## config.mk

```make
export PLATFORM = sky130hd
export DESIGN_NAME = json_comment_stripper_core
export DESIGN_NICKNAME = d
export VERILOG_FILES = /design/src/hw/rtl/jcs_pkg.sv /design/src/hw/rtl/jcs_scanner.sv /design/src/hw/rtl/json_comment_stripper_core.sv
export SDC_FILE = /design/constraint.sdc
export NUM_CORES = 1
export LEC_CHECK = 0
export ABC_AREA = 1
export BUFFER_PORTS_ARGS = -buffer_cell sky130_fd_sc_hd__buf_2
export CAP_MARGIN = 30
export CORE_MARGIN = 4
export CORE_UTILIZATION = 61
export CTS_CLUSTER_DIAMETER = 40
export CTS_CLUSTER_SIZE = 14
export DETAILED_ROUTE_END_ITERATION = 7
export PLACE_DENSITY = 0.95
export SYNTH_ARGS = -nofsm -noshare
export SYNTH_HDL_FRONTEND = slang
export SYNTH_SLANG_ARGS = --single-unit
```

## constraint.sdc

```tcl
create_clock -name aclk -period 2.75 [get_ports aclk]
set_input_delay 0 -clock aclk [delete_from_list [all_inputs] [get_ports aclk]]
set_output_delay 0 -clock aclk [all_outputs]
set_load 0.01 [all_outputs]
```

## src/hw/rtl/jcs_pkg.sv

```systemverilog
// Package for the JSON comment stripper: character codes, scan modes and
// the result item types shared by the scanner and the top level.
// No dependencies.
`default_nettype none

package jcs_pkg;

    localparam logic [7:0] CH_SLASH     = 8'h2F;
    localparam logic [7:0] CH_STAR      = 8'h2A;
    localparam logic [7:0] CH_QUOTE     = 8'h22;
    localparam logic [7:0] CH_BACKSLASH = 8'h5C;
    localparam logic [7:0] CH_NEWLINE   = 8'h0A;

    typedef enum logic [4:0] {
        MODE_NORMAL = 5'b00001,
        MODE_STRING = 5'b00010,
        MODE_ESCAPE = 5'b00100,
        MODE_LINE   = 5'b01000,
        MODE_BLOCK  = 5'b10000
    } scan_mode_t;

    typedef struct packed {
        logic       end_of_message;
        logic       end_of_run;
        logic       has_byte;
        logic [7:0] out_byte;
    } result_item_t;

    typedef struct packed {
        logic [1:0]   count;
        result_item_t item0;
        result_item_t item1;
    } scan_result_t;

endpackage

`default_nettype wire

```

## src/hw/rtl/jcs_scanner.sv

```systemverilog
// Comment scanner: holds the scan mode and the pending slash and star, and
// turns one accepted byte into up to two result items.
// Depends on jcs_pkg.
`default_nettype none

module jcs_scanner (
    input  wire logic                  aclk,
    input  wire logic                  aresetn,
    input  wire logic                  accept,
    input  wire logic [7:0]            in_byte,
    input  wire logic                  in_last,
    output jcs_pkg::scan_result_t      result
);

    jcs_pkg::scan_mode_t mode_reg, mode_next;
    logic                slash_reg, slash_next;
    logic                star_reg, star_next;

    logic [1:0] kept_count;
    logic [7:0] kept0;
    logic [7:0] kept1;

    always_comb begin
        mode_next  = mode_reg;
        slash_next = slash_reg;
        star_next  = star_reg;
        kept_count = 2'd0;
        kept0      = 8'h00;
        kept1      = 8'h00;

        case (mode_reg)
            jcs_pkg::MODE_STRING: begin
                kept_count = 2'd1;
                kept0      = in_byte;
                if (in_byte == jcs_pkg::CH_BACKSLASH) begin
                    mode_next = jcs_pkg::MODE_ESCAPE;
                end else if (in_byte == jcs_pkg::CH_QUOTE) begin
                    mode_next = jcs_pkg::MODE_NORMAL;
                end
            end
            jcs_pkg::MODE_ESCAPE: begin
                kept_count = 2'd1;
                kept0      = in_byte;
                mode_next  = jcs_pkg::MODE_STRING;
            end
            jcs_pkg::MODE_LINE: begin
                if (in_byte == jcs_pkg::CH_NEWLINE) begin
                    kept_count = 2'd1;
                    kept0      = in_byte;
                    mode_next  = jcs_pkg::MODE_NORMAL;
                end
            end
            jcs_pkg::MODE_BLOCK: begin
                if (star_reg && in_byte == jcs_pkg::CH_SLASH) begin
                    star_next = 1'b0;
                    mode_next = jcs_pkg::MODE_NORMAL;
                end else begin
                    star_next = (in_byte == jcs_pkg::CH_STAR);
                    if (in_byte == jcs_pkg::CH_NEWLINE) begin
                        kept_count = 2'd1;
                        kept0      = in_byte;
                    end
                end
            end
            default: begin
                if (slash_reg) begin
                    slash_next = 1'b0;
                    if (in_byte == jcs_pkg::CH_SLASH) begin
                        mode_next = jcs_pkg::MODE_LINE;
                    end else if (in_byte == jcs_pkg::CH_STAR) begin
                        mode_next = jcs_pkg::MODE_BLOCK;
                    end else begin
                        kept_count = 2'd2;
                        kept0      = jcs_pkg::CH_SLASH;
                        kept1      = in_byte;
                        if (in_byte == jcs_pkg::CH_QUOTE) begin
                            mode_next = jcs_pkg::MODE_STRING;
                        end
                    end
                end else if (in_byte == jcs_pkg::CH_SLASH) begin
                    slash_next = 1'b1;
                end else begin
                    kept_count = 2'd1;
                    kept0      = in_byte;
                    if (in_byte == jcs_pkg::CH_QUOTE) begin
                        mode_next = jcs_pkg::MODE_STRING;
                    end
                end
            end
        endcase

        // A slash still held at the end of a message is flushed as text.
        if (in_last && slash_next) begin
            kept_count = 2'd1;
            kept0      = jcs_pkg::CH_SLASH;
        end
    end

    always_comb begin
        result.item0.out_byte       = kept0;
        result.item0.has_byte       = (kept_count != 2'd0);
        result.item0.end_of_run     = (kept_count != 2'd2);
        result.item0.end_of_message = in_last && (kept_count != 2'd2);
        result.item1.out_byte       = kept1;
        result.item1.has_byte       = 1'b1;
        result.item1.end_of_run     = 1'b1;
        result.item1.end_of_message = in_last;
        if (kept_count == 2'd0 && in_last) begin
            result.count = 2'd1;
        end else begin
            result.count = kept_count;
        end
    end

    always_ff @(posedge aclk) begin
        if (!aresetn) begin
            mode_reg  <= jcs_pkg::MODE_NORMAL;
            slash_reg <= 1'b0;
            star_reg  <= 1'b0;
        end else if (accept) begin
            if (in_last) begin
                mode_reg  <= jcs_pkg::MODE_NORMAL;
                slash_reg <= 1'b0;
                star_reg  <= 1'b0;
            end else begin
                mode_reg  <= mode_next;
                slash_reg <= slash_next;
                star_reg  <= star_next;
            end
        end
    end

endmodule

`default_nettype wire

```

## src/hw/rtl/json_comment_stripper_core.sv

```systemverilog
// Top level of the JSON comment stripper: stream ports, the scanner and a
// two-entry result queue that feeds the output channel.
// Depends on jcs_pkg and jcs_scanner.
//
// Channel  Dir  Payload
// s_       in   tdata = in_byte, tlast = in_last
// m_       out  tdata = out_byte, tuser = has_byte, end_of_run; tlast = end_of_message
//
// Each byte is scanned in the cycle it is accepted and its results are
// registered in the queue, so the first result shows in the next cycle.
// One item per cycle is taken while each gives at most one result and the
// output is not stalled; an item that gives two results (a held slash
// followed by text) keeps s_tready low while the queue drains.
// aresetn is synchronous and active low and clears the queue and scan state.
`default_nettype none

module json_comment_stripper_core (
    input  wire logic       aclk,
    input  wire logic       aresetn,
    input  wire logic       s_tvalid,
    output      logic       s_tready,
    input  wire logic [7:0] s_tdata,   // [7:0] in_byte
    input  wire logic       s_tlast,
    output      logic       m_tvalid,
    input  wire logic       m_tready,
    output      logic [7:0] m_tdata,   // [7:0] out_byte
    output      logic [1:0] m_tuser,   // [0] has_byte, [1] end_of_run
    output      logic       m_tlast
);

    jcs_pkg::scan_result_t result;
    jcs_pkg::result_item_t q0_reg, q0_next;
    jcs_pkg::result_item_t q1_reg, q1_next;
    logic [1:0]            count_reg, count_next;
    logic                  accept;
    logic                  pop;

    assign pop      = (count_reg != 2'd0) && m_tready;
    assign s_tready = (count_reg == 2'd0) || (count_reg == 2'd1 && m_tready);
    assign accept   = s_tvalid && s_tready;

    jcs_scanner u_scanner (
        .aclk    (aclk),
        .aresetn (aresetn),
        .accept  (accept),
        .in_byte (s_tdata),
        .in_last (s_tlast),
        .result  (result)
    );

    always_comb begin
        q0_next    = q0_reg;
        q1_next    = q1_reg;
        count_next = count_reg;
        if (accept) begin
            q0_next    = result.item0;
            q1_next    = result.item1;
            count_next = result.count;
        end else if (pop) begin
            q0_next    = q1_reg;
            count_next = count_reg - 2'd1;
        end
    end

    always_ff @(posedge aclk) begin
        if (!aresetn) begin
            count_reg <= 2'd0;
        end else begin
            count_reg <= count_next;
        end
    end

    always_ff @(posedge aclk) begin
        q0_reg <= q0_next;
        q1_reg <= q1_next;
    end

    assign m_tvalid = (count_reg != 2'd0);
    assign m_tdata  = q0_reg.out_byte;
    assign m_tuser  = {q0_reg.end_of_run, q0_reg.has_byte};
    assign m_tlast  = q0_reg.end_of_message;

endmodule

`default_nettype wire

```

==> flow_results.xml, run 1 <==
<?xml version="1.0" encoding="UTF-8"?>
<metrics>
  <group name="status">
    <metric name="status" unit="">finished, final reports clean</metric>
  </group>
  <group name="sta">
    <metric name="final_hold_viol_count" unit="">0</metric>
    <metric name="worst_pin_slew" unit="ns">0.526</metric>
    <metric name="final.setup.tns" unit="ns">0</metric>
    <metric name="unrepaired_setup_endpoints_after_global_routing" unit="">false</metric>
    <metric name="max_slew_margin" unit="">0.649</metric>
    <metric name="finalCritPeriodShare" unit="">0.714</metric>
    <metric name="final_clock_skew" unit="ns">0.00647</metric>
    <metric name="fmax" unit="GHz">0.509</metric>
    <metric name="timing.final.crit_period" unit="ns">1.96</metric>
    <metric name="setup_viol" unit="">0</metric>
    <metric name="timing_max_transition_violations_final" unit="">0</metric>
  </group>
  <group name="clock_network">
    <metric name="cts_max_path_buffers" unit="">2</metric>
    <metric name="tritoncts" unit="">built</metric>
    <metric name="cts.sink_count" unit="">29</metric>
    <metric name="insertion_delay_of_the_later_clocked_pin_in_the_worst_skew_pair" unit="ns">0.32</metric>
    <metric name="postCtsSetupBuffers" unit="">0</metric>
    <metric name="cts_buffers" unit="">5</metric>
    <metric name="cts.repair.resized" unit="">0</metric>
    <metric name="clk_transition_reported_paths" unit="ns">0.08</metric>
    <metric name="cts_htree_levels" unit="">2</metric>
    <metric name="cts-root-buf" unit="">sky130_fd_sc_hd__clkbuf_4</metric>
  </group>
  <group name="grt">
    <metric name="wire_length_of_the_first_global_routing_pass" unit="um">6550</metric>
    <metric name="grt_pass1_vias" unit="">1529</metric>
    <metric name="globalRoute.totalOverflow" unit="">0</metric>
    <metric name="global_route.usage.total" unit="">0.203</metric>
    <metric name="grt_start_max_net_pins" unit="">23</metric>
    <metric name="antenna_violations_before_repair" unit="">0</metric>
  </group>
  <group name="worst_setup_path">
    <metric name="cp_max_fo" unit="">22</metric>
    <metric name="crit_chain" unit="">inv_1 -&gt; ha_1 -&gt; inv_2 -&gt; nand2_1 -&gt; nand2_2 -&gt; inv_2 -&gt; o21ai_0 -&gt; nor3_1 -&gt; a21oi_1 -&gt; nor2_1</metric>
    <metric name="critical_path.endpoint_type" unit="">flip-flop</metric>
    <metric name="cp-start-kind" unit="">flip-flop</metric>
    <metric name="ff2ff_path_depth" unit="">10</metric>
    <metric name="critPathMostFrequentCell" unit="">sky130_fd_sc_hd__inv_2</metric>
    <metric name="cpPeakStageDelay" unit="ns">0.39</metric>
    <metric name="worstPathArrival" unit="ns">2.22</metric>
    <metric name="critical_path_class" unit="">flip-flop to flip-flop</metric>
    <metric name="timing.critical_path.slowest_stage_cell" unit="">sky130_fd_sc_hd__inv_2</metric>
    <metric name="cp.required" unit="ns">3.01</metric>
  </group>
  <group name="layout">
    <metric name="drive_above_1_share" unit="">0.308</metric>
    <metric name="antennaDiodeCount" unit="">0</metric>
    <metric name="combined_area_of_the_multi_input_logic_cells" unit="sq um">985</metric>
    <metric name="fin_util" unit="">0.703</metric>
    <metric name="final_cell_mix" unit="">sky130_fd_sc_hd__nand2_1 (55), sky130_fd_sc_hd__buf_2 (25), sky130_fd_sc_hd__inv_1 (24)</metric>
    <metric name="largest_reg_flops" unit="">9</metric>
    <metric name="layout_commonest_cell" unit="">sky130_fd_sc_hd__nand2_1</metric>
    <metric name="flow.area_growth_from_synthesis" unit="%">11.9</metric>
    <metric name="n_fill_cell" unit="">243</metric>
    <metric name="layout.nets" unit="">280</metric>
    <metric name="layout.area.seq" unit="sq um">781</metric>
  </group>
  <group name="power">
    <metric name="cellPowerDensity" unit="nW/um^2">729</metric>
    <metric name="peakVddDrop" unit="V">0.000330</metric>
    <metric name="leakagePower" unit="nW">1.02</metric>
    <metric name="p_total" unit="W">0.00155</metric>
  </group>
  <group name="logic_synthesis">
    <metric name="synth_seq_area_share" unit="">0.410</metric>
    <metric name="post_synthesis_async_set_or_reset_flop_share" unit="">0</metric>
    <metric name="synth-edff-count" unit="">20</metric>
    <metric name="syn-num-nets" unit="">249</metric>
    <metric name="number_of_distinct_library_cell_variants_in_the_gate_level_netlist_after_synthesis" unit="">31</metric>
    <metric name="ys_dominant_reg_cell" unit="">sky130_fd_sc_hd__edfxtp_1</metric>
    <metric name="yosysTopAreaCell" unit="">sky130_fd_sc_hd__edfxtp_1</metric>
    <metric name="synth.avg_cell_area" unit="sq um">8.13</metric>
    <metric name="synth.top_cells.by_area" unit="">sky130_fd_sc_hd__edfxtp_1 (32%), sky130_fd_sc_hd__nand2_1 (11%), sky130_fd_sc_hd__dfxtp_1 (9.5%)</metric>
    <metric name="count_of_state_elements_after_synthesis" unit="">29</metric>
    <metric name="synth-warning-count" unit="">0</metric>
    <metric name="synth_cells" unit="">234</metric>
    <metric name="synthDominantCellAreaShare" unit="">0.316</metric>
    <metric name="syn-cell-area" unit="sq um">1900</metric>
  </group>
  <group name="route">
    <metric name="drt_first_iter_violations" unit="">119</metric>
    <metric name="first_pass_iters" unit="">4</metric>
    <metric name="routed_vias_inst" unit="">5.22</metric>
    <metric name="totalWireLength" unit="um">3870</metric>
    <metric name="wl_per_cell" unit="um">12.5</metric>
    <metric name="post-route-drc-count" unit="">0</metric>
    <metric name="antenna_violating_nets_post_route" unit="">0</metric>
    <metric name="via_count" unit="">1619</metric>
  </group>
  <group name="die">
    <metric name="die-area" unit="sq um">4080</metric>
    <metric name="floorplan.die.width" unit="um">63.9</metric>
    <metric name="die_height" unit="um">63.9</metric>
    <metric name="ioPinCount" unit="">26</metric>
    <metric name="starting_density_of_the_core" unit="">0.629</metric>
    <metric name="core_region_area" unit="sq um">3030</metric>
    <metric name="cell_row_count" unit="">20</metric>
  </group>
  <group name="run">
    <metric name="max_cap_violations" unit="">0</metric>
  </group>
  <group name="placement">
    <metric name="gpl.final_weighted_congestion" unit="">0.865</metric>
    <metric name="numPortBuffers" unit="">25</metric>
    <metric name="hpwl_after_dpl" unit="um">2970</metric>
  </group>
  <group name="hold_path">
    <metric name="hp-class" unit="">primary input to flip-flop</metric>
    <metric name="whs_path_depth" unit="">3</metric>
  </group>
</metrics>
kinds of logic after synthesis:
logic type               after synthesis  share of synthesized area
AO/OA/AOI/OAI                         27                     0.0875
buffers and inverters                 35                     0.0723
flip-flops                            29                      0.410
adder cells (fa/ha/maj)                2                     0.0131
AND/OR/NAND/NOR                      141                      0.417
critical path: cells and delay by family (launching register included):
family                   cells  cell delay, ns
flip-flops                   1            0.33
buffers and inverters        3            0.51
AND/OR/NAND/NOR              4            0.58
adder cells (fa/ha/maj)      1            0.18
AO/OA/AOI/OAI                2            0.31
routing by layer:
metal | vias up | GRT usage | wire (um)
met2 | 66 | 0.354 | 1930
met5 | - | 0 | 0
met3 | 9 | 0.0351 | 268
li1 | 824 | - | -
met1 | 720 | 0.239 | 1590
met4 | 0 | 0.102 | 79
metrics by stage:
step / area, sq um / instances / worst slack [ns] / hold WS [ns]
2_1_floorplan: 1900 / 234 / 1.04 / 0.0841
3_3_place_gp: 2070 / 301 / 1.01 / 0.217
3_5_place_dp: 2070 / 301 / 0.907 / 0.221
4_1_cts: 2130 / 310 / 0.807 / 0.00280
5_1_grt: 2130 / 310 / 0.636 / 0.00637
6_report: 2130 / 310 / 0.786 / 0.0115
cell usage after synthesis (2+ instances only):
cell                        n
sky130_fd_sc_hd__nand2_1   55
sky130_fd_sc_hd__inv_1     24
sky130_fd_sc_hd__nor2_1    22
sky130_fd_sc_hd__edfxtp_1  20
sky130_fd_sc_hd__nand3_1   20
sky130_fd_sc_hd__a21oi_1   10
sky130_fd_sc_hd__dfxtp_1    9
sky130_fd_sc_hd__nand2_4    9
sky130_fd_sc_hd__nor2_2     8
sky130_fd_sc_hd__inv_2      7
sky130_fd_sc_hd__nand2_2    7
sky130_fd_sc_hd__nand3_2    7
sky130_fd_sc_hd__o21ai_0    6
sky130_fd_sc_hd__nor3_1     4
sky130_fd_sc_hd__o21ai_1    4
sky130_fd_sc_hd__nand4_2    3
sky130_fd_sc_hd__a21oi_2    2
sky130_fd_sc_hd__ha_1       2
sky130_fd_sc_hd__nor2_8     2
sky130_fd_sc_hd__o21ai_2    2
cell type report:
cell class	instances	area share
clock inverters	1	0.00176
well taps	44	0.0259
multi-input cells	170	0.462
flip-flops and latches	29	0.367
repair buffers	26	0.0635
clock buffers	7	0.0212
inverters	33	0.0588
timing repair:
action | in CTS | in global routing
hold buffers | 1 | 0
endpoints found under the setup margin | 0 | 0
hold endpoints to repair | 2 | 0
power breakdown:
| group | total [W] | internal [W] | switching [W] |
|---|---|---|---|
| sequential | 0.000694 | 0.000646 | 0.0000477 |
| combinational | 0.000626 | 0.000219 | 0.000408 |
| clock | 0.000232 | 0.0000980 | 0.000134 |
| total | 0.00155 | 0.000963 | 0.000589 |
final timing paths:
path	from	end	slack [ns]
hold reg to reg	count_reg[1]$_SDFFE_PN0P_	count_reg[1]$_SDFFE_PN0P_	0.47
hold / removal	s_tdata[6]	m_tdata[6]$_DFFE_PP_	0.01
setup reg to reg	count_reg[0]$_SDFFE_PN0P_	u_scanner.star_reg$_SDFFE_PN0P_	0.79
setup / recovery	count_reg[0]$_SDFFE_PN0P_	u_scanner.star_reg$_SDFFE_PN0P_	0.79
No activity file was read; power rests on OpenSTA's default activity.
==> run 2, diff against run 1 <==
--- a/config.mk
+++ b/config.mk
@@ -5,15 +5,15 @@
 export SDC_FILE = /design/constraint.sdc
 export NUM_CORES = 1
 export LEC_CHECK = 0
-export ABC_AREA = 1
+export ABC_AREA = 0
 export BUFFER_PORTS_ARGS = -buffer_cell sky130_fd_sc_hd__buf_2
 export CAP_MARGIN = 30
 export CORE_MARGIN = 4
-export CORE_UTILIZATION = 61
+export CORE_UTILIZATION = 51
 export CTS_CLUSTER_DIAMETER = 40
 export CTS_CLUSTER_SIZE = 14
 export DETAILED_ROUTE_END_ITERATION = 7
-export PLACE_DENSITY = 0.95
+export PLACE_DENSITY = 0.87
 export SYNTH_ARGS = -nofsm -noshare
 export SYNTH_HDL_FRONTEND = slang
 export SYNTH_SLANG_ARGS = --single-unit
==> constraint.sdc (replaced) <==
create_clock -name aclk -period 1.8 [get_ports aclk]
set_input_delay 0 -clock aclk [delete_from_list [all_inputs] [get_ports aclk]]
set_output_delay 0 -clock aclk [all_outputs]
set_load 0.01 [all_outputs]
==> run 2 against run 1 <==
Compared with the run above:
- the run now ends with negative setup slack left
- total power up 7.0%
- via count grew 8.6%
- utilization is 4.6 points higher
- clock power increased by 69%
- worst hold slack is essentially flat
- worst setup slack got worse by 1.1 ns
- wire length increased by 35%
- non-clock buffer count grew 38
- highest routed layer unchanged
==> flow_results.xml, run 2 <==
<?xml version="1.0" encoding="UTF-8"?>
<metrics>
  <group name="clock_network">
    <metric name="cts.sink_count" unit="">29</metric>
    <metric name="cts-root-buf" unit="">sky130_fd_sc_hd__clkbuf_4</metric>
    <metric name="insertion_delay_of_the_later_clocked_pin_in_the_worst_skew_pair" unit="ns">0.34</metric>
    <metric name="cts_buffers" unit="">5</metric>
    <metric name="cts_htree_levels" unit="">2</metric>
    <metric name="clk_transition_reported_paths" unit="ns">0.10</metric>
    <metric name="tritoncts" unit="">built</metric>
    <metric name="cts_max_path_buffers" unit="">2</metric>
  </group>
  <group name="route">
    <metric name="first_pass_iters" unit="">6</metric>
    <metric name="drt_first_iter_violations" unit="">211</metric>
    <metric name="wl_per_cell" unit="um">18.1</metric>
    <metric name="routed_vias_inst" unit="">6.09</metric>
    <metric name="totalWireLength" unit="um">5230</metric>
    <metric name="post-route-drc-count" unit="">0</metric>
    <metric name="antenna_violating_nets_post_route" unit="">0</metric>
    <metric name="via_count" unit="">1759</metric>
  </group>
  <group name="worst_setup_path">
    <metric name="critPathBufInv" unit="">0</metric>
    <metric name="worstPathArrival" unit="ns">2.25</metric>
    <metric name="critical_path.endpoint_type" unit="">flip-flop</metric>
    <metric name="critical_path.top_delay_family" unit="">simple AND/OR/NAND/NOR gates</metric>
    <metric name="ff2ff_path_depth" unit="">6</metric>
    <metric name="cp_max_fo" unit="">4</metric>
    <metric name="timing.critical_path.slowest_stage_cell" unit="">sky130_fd_sc_hd__or4b_4</metric>
    <metric name="critical_path.reg2reg.startpoint" unit="">u_scanner.mode_reg[2]$_SDFFE_PN0P_</metric>
    <metric name="critical_path.endpoint" unit="">m_tdata[7]$_DFFE_PP_</metric>
    <metric name="ff2ff_setup_slack" unit="ns">-0.35</metric>
    <metric name="cp-start-kind" unit="">flip-flop</metric>
    <metric name="cp.required" unit="ns">1.90</metric>
    <metric name="timing.critical_path.from" unit="">u_scanner.mode_reg[2]$_SDFFE_PN0P_</metric>
    <metric name="crit_chain" unit="">or4b_4 -&gt; o211ai_1 -&gt; and2_4 -&gt; a21oi_2 -&gt; o221a_2 -&gt; a22o_1</metric>
    <metric name="cpPeakStageDelay" unit="ns">0.56</metric>
    <metric name="critical_path_class" unit="">flip-flop to flip-flop</metric>
    <metric name="timing.critical_path.depth" unit="">6</metric>
    <metric name="r2r-end" unit="">m_tdata[7]$_DFFE_PP_</metric>
  </group>
  <group name="placement">
    <metric name="numPortBuffers" unit="">25</metric>
    <metric name="hpwl_after_dpl" unit="um">3460</metric>
    <metric name="dp_cells" unit="">276</metric>
    <metric name="gpl.final_weighted_congestion" unit="">0.937</metric>
    <metric name="preCtsSetupSlack" unit="ns">-0.323</metric>
    <metric name="placed_cell_area" unit="sq um">2190</metric>
  </group>
  <group name="die">
    <metric name="ioPinCount" unit="">26</metric>
    <metric name="die-area" unit="sq um">4400</metric>
    <metric name="core_region_area" unit="sq um">3150</metric>
    <metric name="die_height" unit="um">66.3</metric>
    <metric name="cell_row_count" unit="">20</metric>
    <metric name="starting_density_of_the_core" unit="">0.550</metric>
    <metric name="floorplan.die.width" unit="um">66.3</metric>
  </group>
  <group name="logic_synthesis">
    <metric name="yosysTopAreaCell" unit="">sky130_fd_sc_hd__edfxtp_1</metric>
    <metric name="yosys.cell_count.top_type" unit="">sky130_fd_sc_hd__nor2_1</metric>
    <metric name="count_of_state_elements_after_synthesis" unit="">29</metric>
    <metric name="ys_dominant_reg_cell" unit="">sky130_fd_sc_hd__edfxtp_1</metric>
    <metric name="synth-edff-count" unit="">20</metric>
    <metric name="synth_seq_area_share" unit="">0.450</metric>
    <metric name="synth_cells" unit="">183</metric>
    <metric name="number_of_distinct_library_cell_variants_in_the_gate_level_netlist_after_synthesis" unit="">56</metric>
    <metric name="post_synthesis_async_set_or_reset_flop_share" unit="">0</metric>
    <metric name="syn-cell-area" unit="sq um">1730</metric>
    <metric name="synth-warning-count" unit="">0</metric>
    <metric name="synth.avg_cell_area" unit="sq um">9.48</metric>
    <metric name="synthDominantCellAreaShare" unit="">0.346</metric>
    <metric name="synth_commonest_cells" unit="">sky130_fd_sc_hd__nor2_1 (21), sky130_fd_sc_hd__edfxtp_1 (20), sky130_fd_sc_hd__a21oi_1 (17)</metric>
    <metric name="syn-num-nets" unit="">198</metric>
    <metric name="synth.top_cells.by_area" unit="">sky130_fd_sc_hd__edfxtp_1 (35%), sky130_fd_sc_hd__dfxtp_1 (10%), sky130_fd_sc_hd__a21oi_1 (4.9%)</metric>
  </group>
  <group name="sta">
    <metric name="hold-worst-slack" unit="ns">0.0111</metric>
    <metric name="setup_viol" unit="">26</metric>
    <metric name="unrepaired_setup_endpoints_after_global_routing" unit="">true</metric>
    <metric name="timing_max_transition_violations_final" unit="">0</metric>
    <metric name="final_clock_skew" unit="ns">0.0157</metric>
    <metric name="max_slew_margin" unit="">0.709</metric>
    <metric name="worst_pin_slew" unit="ns">0.434</metric>
    <metric name="timing.final.crit_period" unit="ns">2.15</metric>
    <metric name="fin_ws" unit="ns">-0.350</metric>
    <metric name="fmax" unit="GHz">0.465</metric>
    <metric name="final_hold_viol_count" unit="">0</metric>
    <metric name="finalCritPeriodShare" unit="">1.19</metric>
  </group>
  <group name="layout">
    <metric name="final_cell_mix" unit="">sky130_fd_sc_hd__buf_4 (35), sky130_fd_sc_hd__buf_2 (25), sky130_fd_sc_hd__nor2_1 (21)</metric>
    <metric name="layout.nets" unit="">259</metric>
    <metric name="antennaDiodeCount" unit="">0</metric>
    <metric name="drive_above_1_share" unit="">0.433</metric>
    <metric name="layout_commonest_cell" unit="">sky130_fd_sc_hd__buf_4</metric>
    <metric name="largest_reg_flops" unit="">9</metric>
    <metric name="layoutNonFillerInstCount" unit="">289</metric>
    <metric name="design_area" unit="sq um">2360</metric>
    <metric name="flow.area_growth_from_synthesis" unit="%">36.1</metric>
    <metric name="n_fill_cell" unit="">214</metric>
  </group>
  <group name="hold_path">
    <metric name="hp-class" unit="">primary input to flip-flop</metric>
  </group>
  <group name="grt">
    <metric name="antenna_violations_before_repair" unit="">0</metric>
    <metric name="global_route.usage.met3" unit="">0.0442</metric>
    <metric name="wire_length_of_the_first_global_routing_pass" unit="um">7700</metric>
    <metric name="globalRoute.totalOverflow" unit="">0</metric>
    <metric name="global_route.usage.total" unit="">0.230</metric>
    <metric name="grt_start_max_net_pins" unit="">15</metric>
    <metric name="grt.met1_usage" unit="">0.284</metric>
    <metric name="grt_pass1_vias" unit="">1670</metric>
    <metric name="grt_met2_use" unit="">0.395</metric>
    <metric name="grt_busiest_layer" unit="">met2</metric>
  </group>
  <group name="power">
    <metric name="cellPowerDensity" unit="nW/um^2">704</metric>
    <metric name="leakagePower" unit="nW">0.950</metric>
    <metric name="peakVddDrop" unit="V">0.000365</metric>
  </group>
  <group name="status">
    <metric name="failing_checks" unit="">negative setup slack</metric>
    <metric name="status" unit="">finished with violations</metric>
  </group>
  <group name="run">
    <metric name="max_cap_violations" unit="">0</metric>
  </group>
</metrics>
-- run 2: cell types whose count changed after synthesis, moves of 4 or more --
cell / before / now
sky130_fd_sc_hd__nand3_2: 7 / 0
sky130_fd_sc_hd__nor2_2: 8 / 0
sky130_fd_sc_hd__o211ai_1: 0 / 4
sky130_fd_sc_hd__clkbuf_1: 0 / 4
sky130_fd_sc_hd__nand2_1: 55 / 15
sky130_fd_sc_hd__inv_2: 7 / 1
sky130_fd_sc_hd__a21oi_1: 10 / 17
sky130_fd_sc_hd__inv_1: 24 / 6
sky130_fd_sc_hd__nand3_1: 20 / 6
sky130_fd_sc_hd__a22o_1: 0 / 4
sky130_fd_sc_hd__nand2_4: 9 / 0
sky130_fd_sc_hd__nand2_2: 7 / 1
sky130_fd_sc_hd__and2_1: 0 / 10
-- run 2: logic make-up after synthesis --
kind of cell | Yosys count | share of synthesized area
buf+inv | 17 | 0.0397
xor+xnor | 3 | 0.0152
compound gates | 55 | 0.227
flops | 29 | 0.450
simple gates | 76 | 0.247
mux | 1 | 0.00649
fa+ha+maj | 2 | 0.0144
-- run 2: what timing repair did --
item                                    4_1_cts  5_1_grt
cloned                                        0        0
hold buffers                                  1        0
pin swaps                                    10        7
endpoints found under the setup margin       25       28
setup buffers                                 3        2
hold endpoints to repair                      1        0
gates resized for setup                       2       20
-- run 2: worst register-to-register path: stages, from the launching register on --
cell and delay, ns:
sky130_fd_sc_hd__dfxtp_2 0.33, sky130_fd_sc_hd__or4b_4 0.56, sky130_fd_sc_hd__o211ai_1 0.23, sky130_fd_sc_hd__and2_4 0.26
sky130_fd_sc_hd__a21oi_2 0.06, sky130_fd_sc_hd__o221a_2 0.29, sky130_fd_sc_hd__a22o_1 0.20
-- run 2: how the worst min path moves through the flow --
stage	startpoint	endpoint	cells after the start
floorplan	s_tlast	q1_reg[10]$_DFFE_PP_	0
global placement	m_tready	s_tready	3
detailed placement	aresetn	u_scanner.mode_reg[0]$_SDFFE_PN1P_	2
CTS	s_tdata[7]	q1_reg[7]$_SDFFCE_PP0P_	2
global route	s_tdata[6]	q1_reg[6]$_SDFFCE_PP0P_	2
finish	s_tdata[6]	q1_reg[6]$_SDFFCE_PP0P_	2
-- run 2: final cells by class --
cell class,instances,area [sq um],area share
Multi-Input combinational cell,137,1010,0.430
Inverter,7,26.3,0.0111
Timing Repair Buffer,64,432,0.183
Tap cell,44,55.1,0.0233
Sequential cell,29,782,0.331
Clock buffer,6,41.3,0.0175
Clock inverter,2,10.0,0.00424
-- run 2: through the flow --
step	utilization	setup TNS, ns	total power, W
6_report	0.749	-6.81	0.00166
5_1_grt	0.749	-8.25	0.00174
4_1_cts	0.723	-6.18	0.00161
3_5_place_dp	0.694	-4.56	0.00124
3_3_place_gp	0.694	-3.45	0.00122
2_1_floorplan	-	-5.74	0.00107
-- run 2: routing by layer --
metal	wire, um	vias up
li1	-	804
met1	2150	829
met2	2550	94
met3	300	32
met4	233	0
met5	0	-
-- run 2: report_power, final --
group / internal [W] / leakage [nW] / switching (W)
Combinational: 0.000180 / 0.655 / 0.000258
Sequential: 0.000806 / 0.263 / 0.0000236
Clock: 0.000149 / 0.0320 / 0.000245
Total: 0.00113 / 0.950 / 0.000526
